`src/rtl/bhoe_pkg.sv`:
```
package bhoe_pkg;

    // Field widths of the two channels
    localparam int TAG_W = 8;
    localparam int LEN_W = 31;
    localparam int ARC_FIELD_W = 31;

    // Widest value the serializer carries: arc up to 31 bits times 40 plus an arc
    localparam int VAL_W = 37;

    // Digit index width and digit limits
    localparam int DIG_W = 3;
    localparam int MAX_GROUPS = 6;
    localparam int LEN_BYTES = 4;

    // Opcodes
    localparam logic OP_HEADER = 1'b0;
    localparam logic OP_ARC    = 1'b1;

    // Length form constants
    localparam logic [VAL_W-1:0] SHORT_MAX = VAL_W'(127);
    localparam logic [7:0]       LONG_FLAG = 8'h80;
    localparam logic [6:0]       SEVEN_MASK = 7'h7F;

    typedef struct packed {
        logic                   opcode;
        logic [TAG_W-1:0]       tag_byte;
        logic [LEN_W-1:0]       content_length;
        logic [ARC_FIELD_W-1:0] arc_value;
    } t_in_item;

    typedef struct packed {
        logic [7:0] out_byte;
        logic       last_of_item;
    } t_out_item;

    // Command handed from the front to the serializer
    typedef struct packed {
        logic             is_arc;
        logic [TAG_W-1:0] tag;
        logic [VAL_W-1:0] val;
    } t_cmd;

endpackage

```
`src/rtl/bhoe_front.sv`:
```
module bhoe_front #(
    parameter int ARC_W = 31
) (
    input  logic                i_clk,
    input  logic                i_rst_n,
    input  logic                i_valid,
    output logic                o_stall,
    input  bhoe_pkg::t_in_item  i_data,
    input  logic                i_q_full,
    output logic                o_push,
    output bhoe_pkg::t_cmd      o_cmd
);

    localparam logic [1:0] ARC_NONE = 2'd0;
    localparam logic [1:0] ARC_ONE  = 2'd1;
    localparam logic [1:0] ARC_MORE = 2'd2;

    logic [1:0]                     r_arc_count, n_arc_count;
    logic [ARC_W-1:0]               r_held, n_held;
    logic [ARC_W-1:0]               w_arc;
    logic [bhoe_pkg::VAL_W-1:0]     w_held_ext;
    logic [bhoe_pkg::VAL_W-1:0]     w_arc_ext;
    logic [bhoe_pkg::VAL_W-1:0]     w_combined;
    logic                           w_accept;

    // Take an item whenever the queue has room
    assign o_stall  = i_q_full;
    assign w_accept = i_valid && !i_q_full;

    // Arc taken to its configured width; first*40+second as two shifted adds
    assign w_arc      = i_data.arc_value[ARC_W-1:0];
    assign w_held_ext = bhoe_pkg::VAL_W'(r_held);
    assign w_arc_ext  = bhoe_pkg::VAL_W'(w_arc);
    assign w_combined = (w_held_ext << 5) + (w_held_ext << 3) + w_arc_ext;

    // Classify the item and build the serializer command
    always_comb begin
        n_arc_count = r_arc_count;
        n_held      = r_held;
        o_push      = 1'b0;
        o_cmd.is_arc = i_data.opcode;
        o_cmd.tag    = i_data.tag_byte;
        o_cmd.val    = bhoe_pkg::VAL_W'(i_data.content_length);
        if (w_accept) begin
            if (i_data.opcode == bhoe_pkg::OP_HEADER) begin
                n_arc_count = ARC_NONE;
                o_push      = 1'b1;
            end else begin
                case (r_arc_count)
                    ARC_NONE: begin
                        // hold the first arc, emit nothing
                        n_held      = w_arc;
                        n_arc_count = ARC_ONE;
                    end
                    ARC_ONE: begin
                        n_arc_count = ARC_MORE;
                        o_cmd.val   = w_combined;
                        o_push      = 1'b1;
                    end
                    default: begin
                        o_cmd.val = w_arc_ext;
                        o_push    = 1'b1;
                    end
                endcase
            end
        end
    end

    always_ff @(posedge i_clk) begin
        if (!i_rst_n) begin
            r_arc_count <= ARC_NONE;
            r_held      <= '0;
        end else begin
            r_arc_count <= n_arc_count;
            r_held      <= n_held;
        end
    end

endmodule

```
`src/rtl/bhoe_queue.sv`:
```
module bhoe_queue (
    input  logic            i_clk,
    input  logic            i_rst_n,
    input  logic            i_push,
    input  bhoe_pkg::t_cmd  i_cmd,
    input  logic            i_pop,
    output bhoe_pkg::t_cmd  o_head,
    output logic            o_full,
    output logic            o_empty
);

    bhoe_pkg::t_cmd r_mem [2];
    logic           r_wr_ptr;
    logic           r_rd_ptr;
    logic [1:0]     r_cnt, n_cnt;

    assign o_head  = r_mem[r_rd_ptr];
    assign o_full  = (r_cnt == 2'd2);
    assign o_empty = (r_cnt == 2'd0);

    // Track fill level
    always_comb begin
        case ({i_push, i_pop})
            2'b10:   n_cnt = r_cnt + 2'd1;
            2'b01:   n_cnt = r_cnt - 2'd1;
            default: n_cnt = r_cnt;
        endcase
    end

    always_ff @(posedge i_clk) begin
        if (!i_rst_n) begin
            r_wr_ptr <= 1'b0;
            r_rd_ptr <= 1'b0;
            r_cnt    <= 2'd0;
        end else begin
            if (i_push) begin
                r_wr_ptr <= ~r_wr_ptr;
            end
            if (i_pop) begin
                r_rd_ptr <= ~r_rd_ptr;
            end
            r_cnt <= n_cnt;
        end
    end

    // Store the entry
    always_ff @(posedge i_clk) begin
        if (i_push) begin
            r_mem[r_wr_ptr] <= i_cmd;
        end
    end

endmodule

```
`src/rtl/bhoe_back.sv`:
```
module bhoe_back (
    input  logic                i_clk,
    input  logic                i_rst_n,
    input  bhoe_pkg::t_cmd      i_head,
    input  logic                i_empty,
    output logic                o_pop,
    output logic                o_valid,
    input  logic                i_stall,
    output bhoe_pkg::t_out_item o_data
);

    localparam logic [1:0] PH_IDLE = 2'd0;
    localparam logic [1:0] PH_TAG  = 2'd1;
    localparam logic [1:0] PH_LEN  = 2'd2;
    localparam logic [1:0] PH_DIG  = 2'd3;

    logic [1:0]                 r_ph, n_ph;
    logic                       r_seven, n_seven;
    logic                       r_short, n_short;
    logic [bhoe_pkg::DIG_W-1:0] r_dig, n_dig;
    logic [bhoe_pkg::VAL_W-1:0] r_val, n_val;
    logic [7:0]                 r_tag, n_tag;
    logic                       r_out_valid, n_out_valid;
    bhoe_pkg::t_out_item        r_out, n_out;

    logic                       w_busy;
    logic                       w_adv;
    logic [7:0]                 w_byte;
    logic                       w_last;
    logic [5:0]                 w_amt7;
    logic [bhoe_pkg::VAL_W-1:0] w_sh;
    logic [bhoe_pkg::DIG_W-1:0] w_groups_m1;
    logic [bhoe_pkg::DIG_W-1:0] w_octets_m1;

    assign o_valid = r_out_valid;
    assign o_data  = r_out;

    assign w_busy = (r_ph != PH_IDLE);
    assign w_adv  = !r_out_valid || !i_stall;
    assign w_amt7 = {r_dig, 3'b000} - {3'b000, r_dig};

    // Count digits of the queue head: base-128 groups and length octets
    always_comb begin
        int g;
        w_groups_m1 = '0;
        w_octets_m1 = '0;
        for (g = 1; g < bhoe_pkg::MAX_GROUPS; g++) begin
            if ((i_head.val >> (7 * g)) != '0) begin
                w_groups_m1 = bhoe_pkg::DIG_W'(g);
            end
        end
        for (g = 1; g < bhoe_pkg::LEN_BYTES; g++) begin
            if ((i_head.val >> (8 * g)) != '0) begin
                w_octets_m1 = bhoe_pkg::DIG_W'(g);
            end
        end
    end

    // Select the current octet
    always_comb begin
        w_byte = '0;
        w_last = 1'b0;
        w_sh   = '0;
        case (r_ph)
            PH_TAG: begin
                w_byte = r_tag;
            end
            PH_LEN: begin
                if (r_short) begin
                    w_byte = r_val[7:0];
                    w_last = 1'b1;
                end else begin
                    w_byte = bhoe_pkg::LONG_FLAG | (8'(r_dig) + 8'd1);
                end
            end
            PH_DIG: begin
                if (r_seven) begin
                    w_sh   = r_val >> w_amt7;
                    w_byte = {(r_dig != '0), w_sh[6:0] & bhoe_pkg::SEVEN_MASK};
                end else begin
                    w_sh   = r_val >> {r_dig, 3'b000};
                    w_byte = w_sh[7:0];
                end
                w_last = (r_dig == '0);
            end
            default: begin
                w_byte = '0;
                w_last = 1'b0;
            end
        endcase
    end

    // Pop the next command when idle or as the current one finishes
    assign o_pop = !i_empty && (!w_busy || (w_adv && w_last));

    // Advance the sequence and load new commands
    always_comb begin
        n_ph        = r_ph;
        n_seven     = r_seven;
        n_short     = r_short;
        n_dig       = r_dig;
        n_val       = r_val;
        n_tag       = r_tag;
        n_out_valid = r_out_valid;
        n_out       = r_out;
        if (w_adv) begin
            n_out_valid       = w_busy;
            n_out.out_byte     = w_byte;
            n_out.last_of_item = w_last;
        end
        if (w_busy && w_adv) begin
            case (r_ph)
                PH_TAG: begin
                    n_ph = PH_LEN;
                end
                PH_LEN: begin
                    n_ph = r_short ? PH_IDLE : PH_DIG;
                end
                PH_DIG: begin
                    if (r_dig == '0) begin
                        n_ph = PH_IDLE;
                    end else begin
                        n_dig = r_dig - bhoe_pkg::DIG_W'(1);
                    end
                end
                default: begin
                    n_ph = PH_IDLE;
                end
            endcase
        end
        if (o_pop) begin
            n_val = i_head.val;
            n_tag = i_head.tag;
            if (i_head.is_arc) begin
                n_ph    = PH_DIG;
                n_seven = 1'b1;
                n_short = 1'b0;
                n_dig   = w_groups_m1;
            end else begin
                n_ph    = PH_TAG;
                n_seven = 1'b0;
                n_short = (i_head.val <= bhoe_pkg::SHORT_MAX);
                n_dig   = w_octets_m1;
            end
        end
    end

    always_ff @(posedge i_clk) begin
        if (!i_rst_n) begin
            r_ph        <= PH_IDLE;
            r_out_valid <= 1'b0;
        end else begin
            r_ph        <= n_ph;
            r_out_valid <= n_out_valid;
        end
    end

    // Payload registers
    always_ff @(posedge i_clk) begin
        r_seven <= n_seven;
        r_short <= n_short;
        r_dig   <= n_dig;
        r_val   <= n_val;
        r_tag   <= n_tag;
        r_out   <= n_out;
    end

endmodule

```
`src/rtl/ber_header_and_oid_encoder_unit.sv`:
```
// BER header and OID arc encoder.
// Input channel (i_valid / o_stall, payload i_data): opcode 0 carries a tag
// byte and a content length, opcode 1 carries one object identifier arc.
// Output channel (o_valid / i_stall, payload o_data): one encoded octet per
// item, with last_of_item set on the final octet caused by an input item.
// A header yields the tag, then a short-form length (2 octets total) or a
// long-form length (3 to 6 octets total). The first arc after a header
// yields nothing and is held; the second yields first*40+second in base 128
// (1 to 6 octets); later arcs yield their own base-128 digits (1 to 5 octets).
// An accepted item passes through the command queue, then the serializer's
// phase registers and its output register. Throughput: one octet per cycle
// while the receiver does not stall; the output port sets that rate.
// A two-entry command queue lets new items be accepted while earlier
// octets are still being sent. When the receiver stalls, the output octet
// holds and the queue fills, after which o_stall rises.
// Reset clears the arc counter, the held arc, the queue and the serializer.
module ber_header_and_oid_encoder_unit #(
    parameter int ARC_BITS = 31
) (
    input  logic                i_clk,
    input  logic                i_rst_n,
    input  logic                i_valid,
    output logic                o_stall,
    input  bhoe_pkg::t_in_item  i_data,
    output logic                o_valid,
    input  logic                i_stall,
    output bhoe_pkg::t_out_item o_data
);

    localparam int ARC_W = (ARC_BITS < bhoe_pkg::ARC_FIELD_W) ? ARC_BITS
                                                              : bhoe_pkg::ARC_FIELD_W;

    logic           w_push;
    logic           w_pop;
    logic           w_full;
    logic           w_empty;
    bhoe_pkg::t_cmd w_cmd;
    bhoe_pkg::t_cmd w_head;

    bhoe_front #(
        .ARC_W (ARC_W)
    ) u_front (
        .i_clk    (i_clk),
        .i_rst_n  (i_rst_n),
        .i_valid  (i_valid),
        .o_stall  (o_stall),
        .i_data   (i_data),
        .i_q_full (w_full),
        .o_push   (w_push),
        .o_cmd    (w_cmd)
    );

    bhoe_queue u_queue (
        .i_clk   (i_clk),
        .i_rst_n (i_rst_n),
        .i_push  (w_push),
        .i_cmd   (w_cmd),
        .i_pop   (w_pop),
        .o_head  (w_head),
        .o_full  (w_full),
        .o_empty (w_empty)
    );

    bhoe_back u_back (
        .i_clk   (i_clk),
        .i_rst_n (i_rst_n),
        .i_head  (w_head),
        .i_empty (w_empty),
        .o_pop   (w_pop),
        .o_valid (o_valid),
        .i_stall (i_stall),
        .o_data  (o_data)
    );

endmodule

```
`config.mk`:
```
export PLATFORM = sky130hd
export DESIGN_NAME = ber_header_and_oid_encoder_unit
export DESIGN_NICKNAME = d
export VERILOG_FILES = /design/src/rtl/bhoe_pkg.sv /design/src/rtl/bhoe_front.sv /design/src/rtl/bhoe_queue.sv /design/src/rtl/bhoe_back.sv /design/src/rtl/ber_header_and_oid_encoder_unit.sv
export SDC_FILE = /design/constraint.sdc
export NUM_CORES = 1
export LEC_CHECK = 0
export ABC_CLOCK_PERIOD_IN_PS = 3800
export BUFFER_PORTS_ARGS = -buffer_cell sky130_fd_sc_hd__buf_2
export CAP_MARGIN = 20
export CORE_MARGIN = 4
export CORE_UTILIZATION = 35
export DETAILED_ROUTE_END_ITERATION = 12
export PLACE_DENSITY = 0.5
export SETUP_SLACK_MARGIN = 0.2
export SLEW_MARGIN = 20
export SYNTH_ARGS = -nofsm -noshare
export SYNTH_HDL_FRONTEND = slang
export SYNTH_SLANG_ARGS = --single-unit
```
`constraint.sdc`:
```
create_clock -name i_clk -period 3.8 [get_ports i_clk]
set_input_delay 1.14 -clock i_clk [delete_from_list [all_inputs] [get_ports i_clk]]
set_output_delay 1.14 -clock i_clk [all_outputs]
set_load 0.01 [all_outputs]
```
==> impl_metrics.yaml, run 1 <==
flow_run:
  maxCapViolations: 0
layout:
  drive_above_1_share: 0.276
  antenna_cells: 0
  nNetsFinal: 1349
  final_util: 0.422
  stdcell_count: 1658
  syn_to_final_growth_pct: 18.7
route:
  vias: 8770
  first_pass_iters: 5
  route.met2.wl_um: 14800
  route.detailed.drc: 0
  totalWireLength_um: 32100
  drt-wirelength-per-cell_um: 19.4
  highest_layer: "met4"
  met1_length_um: 15600
  drtIter0Drc: 573
  wl_met3_um: 1170
  ant_nets: 0
  vias_per_cell: 5.29
placed_design:
  dp_hpwl_um: 24600
  numPortBuffers: 85
  dpl.cell_count: 1623
  gp_congestion: 0.860
timing:
  max_freq_mhz: 286
  period_minus_slack_ns: 3.50
  hold_ws_ns: 0.498
  setup_tns_ns: 0
  rsz0062_at_grt: "true"
  finalSetupViolCount: 0
  drv_slew: 0
  relSlewSlack: 0.402
  tightest_slew_ns: 0.896
  final_hold_viol_count: 0
  final.period_utilization: 0.920
  skew_ns: 0.0177
clock_network:
  ctsHoldBuffers: 0
  htreeDepth: 4
  cts_buffer_depth: 2
  clk_pin_slew_ns: 0.08
  clock-sinks: 192
  clk_latency_ns: 0.44
  numCtsBuffers: 17
  cts_tree: "built"
  clock-root-buffer: "clkbuf_16"
global_routing:
  grt_usage: 0.178
  grt_pass1_vias: 8757
  grt.overflow.total: 0
  grt_antenna_before_repair: 1
  grt_pass1_wl_um: 50100
  grt_max_degree: 41
setup_path:
  cp.required_ns: 4.03
  cp_max_fo: 4
  max_stage_delay_ns: 0.47
  path_cells: "buf_2 > fa_1 > ha_1 > nand2_1 > o211ai_1 > a211oi_2 > buf_4 > o22ai_2 > o21bai_1 > and3_1 > o31ai_2"
  critPathSlowestCell: "fa_1"
  worstSetupEndpointType: "flop"
  crit_type: "in -> reg"
  crit_arrival_ns: 3.73
  worstSetupStartpointType: "primary input"
floorplanning:
  start_util: 0.356
  core_area_mm2: 0.0326
  die_area_mm2: 0.0361
  rows: 66
  die-height_um: 190
  die_w_um: 190
  io_pins: 86
logic_synthesis:
  synth-edff-count: 151
  netlist_area_mm2: 0.0116
  ys.flop_type: "edfxtp_1"
  synth_top_cell_by_area: "edfxtp_1"
  ys_warn_count: 0
  syn-mean-instance-area_um2: 11.0
  async_flop_share: 0
  synth_area_leaders: "edfxtp_1 (39%), dfxtp_1 (7.1%), mux2_2 (6.3%)"
  synth_nets: 1204
  yosysUniqueCellTypes: 62
  synth_cells: 1058
  synth_top_cell_area_share: 0.391
  ys_seq_area_frac: 0.461
  ys_seq_elements: 192
outcome:
  status: "finished, final reports clean"
pwr:
  vdd_drop_max_v: 0.000348
  p_per_area_mw_per_mm2: 642
  leakage_nw: 5.24
worst_hold_path:
  min_path_type: "reg -> reg"
where the power goes:
group / switching, W / internal [W]
logic: 0.00201 / 0.00181
clock network: 0.000878 / 0.000883
registers: 0.000423 / 0.00285
through the flow:
stage / setup slack (ns) / total power [W] / area, um^2
final: 0.303 / 0.00885 / 13800
after global placement: -0.249 / 0.00708 / 13100
after floorplan: 0.00957 / 0.00581 / 11600
after detailed placement: -0.336 / 0.00707 / 13100
after CTS: 0.216 / 0.00887 / 13700
after global routing: 0.176 / 0.00940 / 13800
path summary, 6_finish.rpt:
path                       from                   end  slack [ns]  cells past startpoint
min          u_front.r_held[28]    u_front.r_held[28]        0.50                      2
max reg2reg     u_back.r_dig[1]      u_back.o_data[3]        0.61                      8
min reg2reg  u_front.r_held[28]    u_front.r_held[28]        0.50                      2
max                   i_data[8]  u_queue.r_mem[0][30]        0.30                     11
repair_timing:
item,4_1_cts,5_1_grt
pin swaps,1,3
setup buffers,1,2
setup endpoints to repair,6,26
gates resized for setup,1,10
kinds of logic (layout without fill, tap and decap cells):
family | count (synthesis) | after routing | synth area share
AO/OA/AOI/OAI | 298 | 298 | 0.156
XOR/XNOR | 30 | 30 | 0.0233
adder cells (fa/ha/maj) | 71 | 71 | 0.0940
flip-flops | 192 | 192 | 0.461
multiplexers | 111 | 111 | 0.128
AND/OR/NAND/NOR | 270 | 270 | 0.107
buffers and inverters | 86 | 244 | 0.0307
cells in the final DEF (no fill, tap or decap), drive strengths merged, types with 26 or more instances in the layout:
cell,count
fa,27
ha,44
edfxtp,151
nor2,54
o22ai,26
a21oi,125
inv,31
o21ai,53
mux2,65
nand2,114
buf,186
dfxtp,41
per-layer routing:
| metal | GRT usage | vias up |
|---|---|---|
| met5 | 0 | - |
| met1 | 0.257 | 4238 |
| met4 | 0.0431 | 0 |
| li1 | - | 4275 |
| met3 | 0.0259 | 48 |
| met2 | 0.285 | 209 |
Yosys cell counts, types with 23 or more instances:
library cell,count
edfxtp_1,151
a21oi_1,125
nand2_1,114
mux2_2,65
nor2_1,53
o21ai_0,53
ha_1,44
dfxtp_1,41
clkbuf_1,38
fa_1,27
o22ai_1,26
inv_1,25
mux2i_1,23
mux4_2,23
flip-flops by register name (all words and copies together) (netlist names), 2 cells and up, named ones only:
register,flops
u_front.r_held,31
u_back.o_data,9
u_queue.r_mem,92
u_front.r_arc_count,2
u_back.r_dig,3
u_queue.r_cnt,2
u_back.r_val,37
u_back.r_ph,2
u_back.r_tag,8
cell type report:
type	count	area [um^2]
Fill cell	3151	18800
Multi-Input combinational cell	780	6010
Sequential cell	192	5360
Timing Repair Buffer	186	1200
Tap cell	442	553
Clock buffer	19	443
Clock inverter	13	124
Inverter	26	97.6
worst max-delay path: cells and delay by family:
family	cells	cell delay, ns
adder cells (fa/ha/maj)	2	0.83
AO/OA/AOI/OAI	5	1.15
buffers and inverters	2	0.29
AND/OR/NAND/NOR	2	0.31
No activity file was read; power rests on OpenSTA's default activity.
==> run 2: changes to the inputs <==
CORE_ASPECT_RATIO = 0.8   (was default)
==> run 2 against run 1 <==
Sequential power about the same. Global-route usage up 0.14 points. Critical path depth up 1. Register-to-register slack worse by 0.04 ns. Highest routed layer unchanged. Via count up 0.66%. Combinational power about the same. Sequential share of layout area up 0.074 points. Final area down 0.19%. Final cell count down 1.7%. Worst hold slack better by 0.0021 ns. Largest cell class unchanged. Wire length up 0.73%.
==> impl_metrics.yaml, run 2 (synthesis results as in run 1) <==
layout:
  final_area_mm2: 0.0138
  top_register: "u_queue.r_mem"
  drive_above_1_share: 0.273
  stdcell_count: 1629
  mostFrequentLayoutCells: "edfxtp_1 (151), a21oi_1 (119), nand2_1 (114)"
  antenna_cells: 0
  syn_to_final_growth_pct: 18.5
  nNetsFinal: 1335
  largest_reg_flops: 92
  reg_top3: "u_queue.r_mem (92), u_back.r_val (37), u_front.r_held (31)"
  layout_commonest_cell: "edfxtp_1"
timing:
  final.period_utilization: 0.921
  finalSetupViolCount: 0
  setup_tns_ns: 0
  skew_ns: 0.0166
  final_hold_viol_count: 0
  max_freq_mhz: 286
  worst_slack_ns: 0.301
  rsz0062_at_grt: "false"
  tightest_slew_ns: 0.849
  relSlewSlack: 0.434
  period_minus_slack_ns: 3.50
  hold_ws_ns: 0.500
  drv_slew: 0
worst_hold_path:
  min_path_type: "reg -> reg"
  holdPathEnd: "u_front.r_held[29]"
  hold_depth: 2
  worstHoldStart: "u_front.r_held[29]"
clock_network:
  post-cts-setup-buffer-count: 0
  clk_latency_ns: 0.45
  clock-sinks: 192
  cts_tree: "built"
  clock-root-buffer: "clkbuf_16"
  htreeDepth: 4
  ctsHoldBuffers: 0
  cts_buffer_depth: 2
  numCtsBuffers: 17
  clk_pin_slew_ns: 0.08
  cts_resized: 0
setup_path:
  crit-reg2reg-launch: "u_front.r_held[2]"
  max_stage_delay_ns: 0.49
  worstSetupEndpointType: "flop"
  crit_type: "in -> reg"
  reg2regPathDepth: 11
  critPathSlowestCell: "fa_1"
  r2r-end: "u_queue.r_mem[1][36]"
  r2r_setup_slack_ns: 0.57
  cp_max_fo: 3
  cp.required_ns: 4.00
  crit_arrival_ns: 3.69
  worstSetupStartpointType: "primary input"
  path_cells: "buf_2 > inv_1 > fa_1 > inv_2 > fa_2 > a21oi_2 > o211ai_1 > a211oi_2 > o22ai_2 > o211ai_1 > a21oi_2 > o21ba_2"
global_routing:
  grt_pass1_vias: 8771
  grt_max_degree: 41
  grt_antenna_before_repair: 0
  grt_pass1_wl_um: 50800
  grt.overflow.total: 0
  grt_usage: 0.180
route:
  vias: 8828
  ant_nets: 0
  vias_per_cell: 5.42
  first_pass_iters: 5
  drtIter0Drc: 551
  drt-wirelength-per-cell_um: 19.9
  totalWireLength_um: 32300
  route.detailed.drc: 0
pwr:
  intPower_w: 0.00552
  vdd_drop_max_v: 0.000307
  netSwitchingPower_w: 0.00337
  leakage_nw: 5.20
  clkPwrFrac: 0.207
  p_per_area_mw_per_mm2: 646
  pwr-share-comb: 0.427
  seqPwrFrac: 0.366
  p_sw_frac: 0.379
floorplanning:
  core_area_mm2: 0.0326
  io_pins: 86
  die-height_um: 171
  die_w_um: 212
  die_area_mm2: 0.0362
  start_util: 0.356
  rows: 59
placed_design:
  dpl_cell_area_mm2: 0.0131
  gp_congestion: 0.863
  numPortBuffers: 85
  dpl.cell_count: 1597
  pre_cts_ws_ns: -0.233
  dp_hpwl_um: 25100
flow_run:
  maxCapViolations: 0
outcome:
  status: "finished, final reports clean"
==> run 2: changes by cell type in the layout (fill, tap and decap cells not counted), sizes merged <==
cell	delta
clkbuf	-2
clkinvlp	-2
buf	-14
clkinv	+3
inv	+1
==> run 2: power groups by stage <==
stage	Clock (W)	Sequential, W	Combinational, W
after floorplan	0	0.00309	0.00272
after global placement	0	0.00329	0.00377
after detailed placement	0	0.00330	0.00375
after CTS	0.00189	0.00325	0.00378
after global routing	0.00198	0.00330	0.00415
final	0.00184	0.00326	0.00379
==> run 2: area by class of cell <==
class,count,area [um^2]
fillers,3202,18900
multi-input cells,780,6040
flip-flops and latches,192,5360
repair buffers,172,1120
well taps,427,534
clock buffers,17,425
clock inverters,15,183
inverters,26,97.6
==> run 2: worst max path at each step <==
stage / from / endpoint / slack, ns
after global routing: i_data[12] / u_queue.r_mem[0][31] / 0.21
after detailed placement: i_data[5] / u_queue.r_mem[0][35] / -0.23
after CTS: i_data[4] / u_queue.r_mem[0][24] / 0.23
after global placement: i_data[5] / u_queue.r_mem[0][33] / -0.23
final: i_data[5] / u_queue.r_mem[1][36] / 0.30
after floorplan: i_valid / u_queue.r_mem[0][0] / 0.01
==> run 2: per-stage QoR <==
step / total power [W] / util
2_1_floorplan: 0.00581 / -
3_3_place_gp: 0.00706 / 0.400
3_5_place_dp: 0.00705 / 0.400
4_1_cts: 0.00892 / 0.419
5_1_grt: 0.00943 / 0.421
6_report: 0.00889 / 0.421
==> run 2: worst max-delay path, delay by kind of cell <==
| family | cells | cell delay (ns) |
|---|---|---|
| compound gates | 7 | 1.52 |
| fa+ha+maj | 2 | 0.85 |
| buf+inv | 3 | 0.19 |
==> run 2: per-layer routing <==
metal	global-route usage	vias up	share of wire
met5	0	-	0
met4	0.0459	0	0.015
met3	0.0216	33	0.034
met2	0.271	190	0.44
met1	0.276	4343	0.51
li1	-	4262	-
==> run 3: changes to the inputs <==
PLACE_DENSITY = 0.51   (was 0.5)
==> run 3 against run 2 <==
Non-clock buffer count fell by 3. Power up 0.29%. Clock skew up 0.00056 ns. Worst hold slack gained 0.0055 ns. Sequential cell count stayed put. Clock power is essentially flat. Final area is 0.21% lower. Critical endpoint is now u_queue.r_mem[1][35]. Global-route usage is 0.12 points lower.
==> impl_metrics.yaml, run 3 (synthesis results as in run 1) <==
layout:
  antenna_cells: 0
  nNetsFinal: 1332
  drive_above_1_share: 0.268
  fillers: 3178
  syn_to_final_growth_pct: 18.2
  mostFrequentLayoutCells: "edfxtp_1 (151), a21oi_1 (119), nand2_1 (114)"
  reg_top3: "u_queue.r_mem (92), u_back.r_val (37), u_front.r_held (31)"
  layout_commonest_cell: "edfxtp_1"
  top_register: "u_queue.r_mem"
  largest_reg_flops: 92
  stdcell_count: 1626
setup_path:
  cp.required_ns: 3.97
  worstSetupEndpointType: "flop"
  crit_arrival_ns: 3.68
  cp_max_fo: 5
  worstSetupStartpointType: "primary input"
  r2r_setup_slack_ns: 0.56
  crit_type: "in -> reg"
timing:
  final_hold_viol_count: 0
  hold_ws_ns: 0.506
  period_minus_slack_ns: 3.50
  relSlewSlack: 0.442
  finalSetupViolCount: 0
  tightest_slew_ns: 0.836
  final.period_utilization: 0.921
  drv_slew: 0
  max_freq_mhz: 286
  rsz0062_at_grt: "false"
  skew_ns: 0.0172
route:
  vias_per_cell: 5.39
  drtIter0Drc: 706
  route.detailed.drc: 0
  first_pass_iters: 7
  drt-wirelength-per-cell_um: 19.6
  vias: 8764
  totalWireLength_um: 31900
  ant_nets: 0
clock_network:
  clock-sinks: 192
  post-cts-setup-buffer-count: 0
  clock-root-buffer: "clkbuf_16"
  numCtsBuffers: 17
  htreeDepth: 4
  clk_pin_slew_ns: 0.07
  ctsHoldBuffers: 0
  cts_buffer_depth: 2
  clk_latency_ns: 0.44
  cts_tree: "built"
floorplanning:
  die-height_um: 171
  io_pins: 86
  die_area_mm2: 0.0362
  core_area_mm2: 0.0326
  start_util: 0.356
  rows: 59
  die_w_um: 212
outcome:
  status: "finished, final reports clean"
placed_design:
  numPortBuffers: 85
  gp_congestion: 0.907
  dp_hpwl_um: 24700
  dpl.cell_count: 1594
pwr:
  vdd_drop_max_v: 0.000350
  leakage_nw: 5.19
  p_per_area_mw_per_mm2: 650
worst_hold_path:
  min_path_type: "reg -> reg"
global_routing:
  grt.overflow.total: 0
  grt_pass1_vias: 8836
  grt_max_degree: 58
  grt_antenna_before_repair: 0
  grt_pass1_wl_um: 50200
  grt_usage: 0.179
flow_run:
  maxCapViolations: 0
run 3: final timing paths:
check	start	cells past startpoint	end
worst max register to register	u_front.r_held[2]	12	u_queue.r_mem[1][35]
worst min register to register	u_front.r_held[28]	2	u_front.r_held[28]
worst max-delay path	i_data[12]	11	u_queue.r_mem[1][35]
worst min-delay path	u_front.r_held[28]	2	u_front.r_held[28]
run 3: critical path, stage by stage:
cell and delay [ns]:
buf_2 0.12, fa_1 0.47, ha_1 0.37, and3_1 0.22, and3_1 0.18, o2111ai_1 0.12, o211ai_1 0.13, buf_4 0.18
a2111oi_2 0.39, o21ai_0 0.18, mux2i_1 0.17
run 3: per-stage QoR:
| step | setup WS [ns] | utilization | setup TNS [ns] | total power [W] | instance area (um^2) |
|---|---|---|---|---|---|
| 2_1_floorplan | 0.00957 | - | 0 | 0.00581 | 11600 |
| 3_3_place_gp | -0.178 | 0.400 | -2.54 | 0.00707 | 13000 |
| 3_5_place_dp | -0.245 | 0.400 | -3.96 | 0.00707 | 13000 |
| 4_1_cts | 0.221 | 0.419 | 0 | 0.00896 | 13700 |
| 5_1_grt | 0.169 | 0.421 | 0 | 0.00948 | 13700 |
| 6_report | 0.299 | 0.421 | 0 | 0.00892 | 13700 |
run 3: timing repair:
item                       4_1_cts  5_1_grt
resized for setup                0       12
cloned                           0        0
setup endpoints to repair        2       25
pin swaps                        1        7
run 3: cell type report:
cell class	instances	area, um^2	share of cell area
multi-input cells	780	6010	0.438
clock buffers	17	425	0.0310
clock inverters	15	196	0.0143
repair buffers	169	1110	0.0806
flip-flops and latches	192	5360	0.390
well taps	427	534	0.0389
inverters	26	97.6	0.00711
run 3: metal layers:
metal / global-route usage / vias to the layer above / wire [um]
met5: 0 / - / 0
li1: - / 4249 / -
met2: 0.272 / 167 / 14300
met3: 0.0262 / 31 / 1080
met1: 0.270 / 4317 / 16100
met4: 0.0412 / 0 / 431
run 3: power breakdown:
group	switching, W	internal [W]
Combinational	0.00202	0.00178
Clock	0.000947	0.000911
Sequential	0.000408	0.00285
Total	0.00338	0.00554
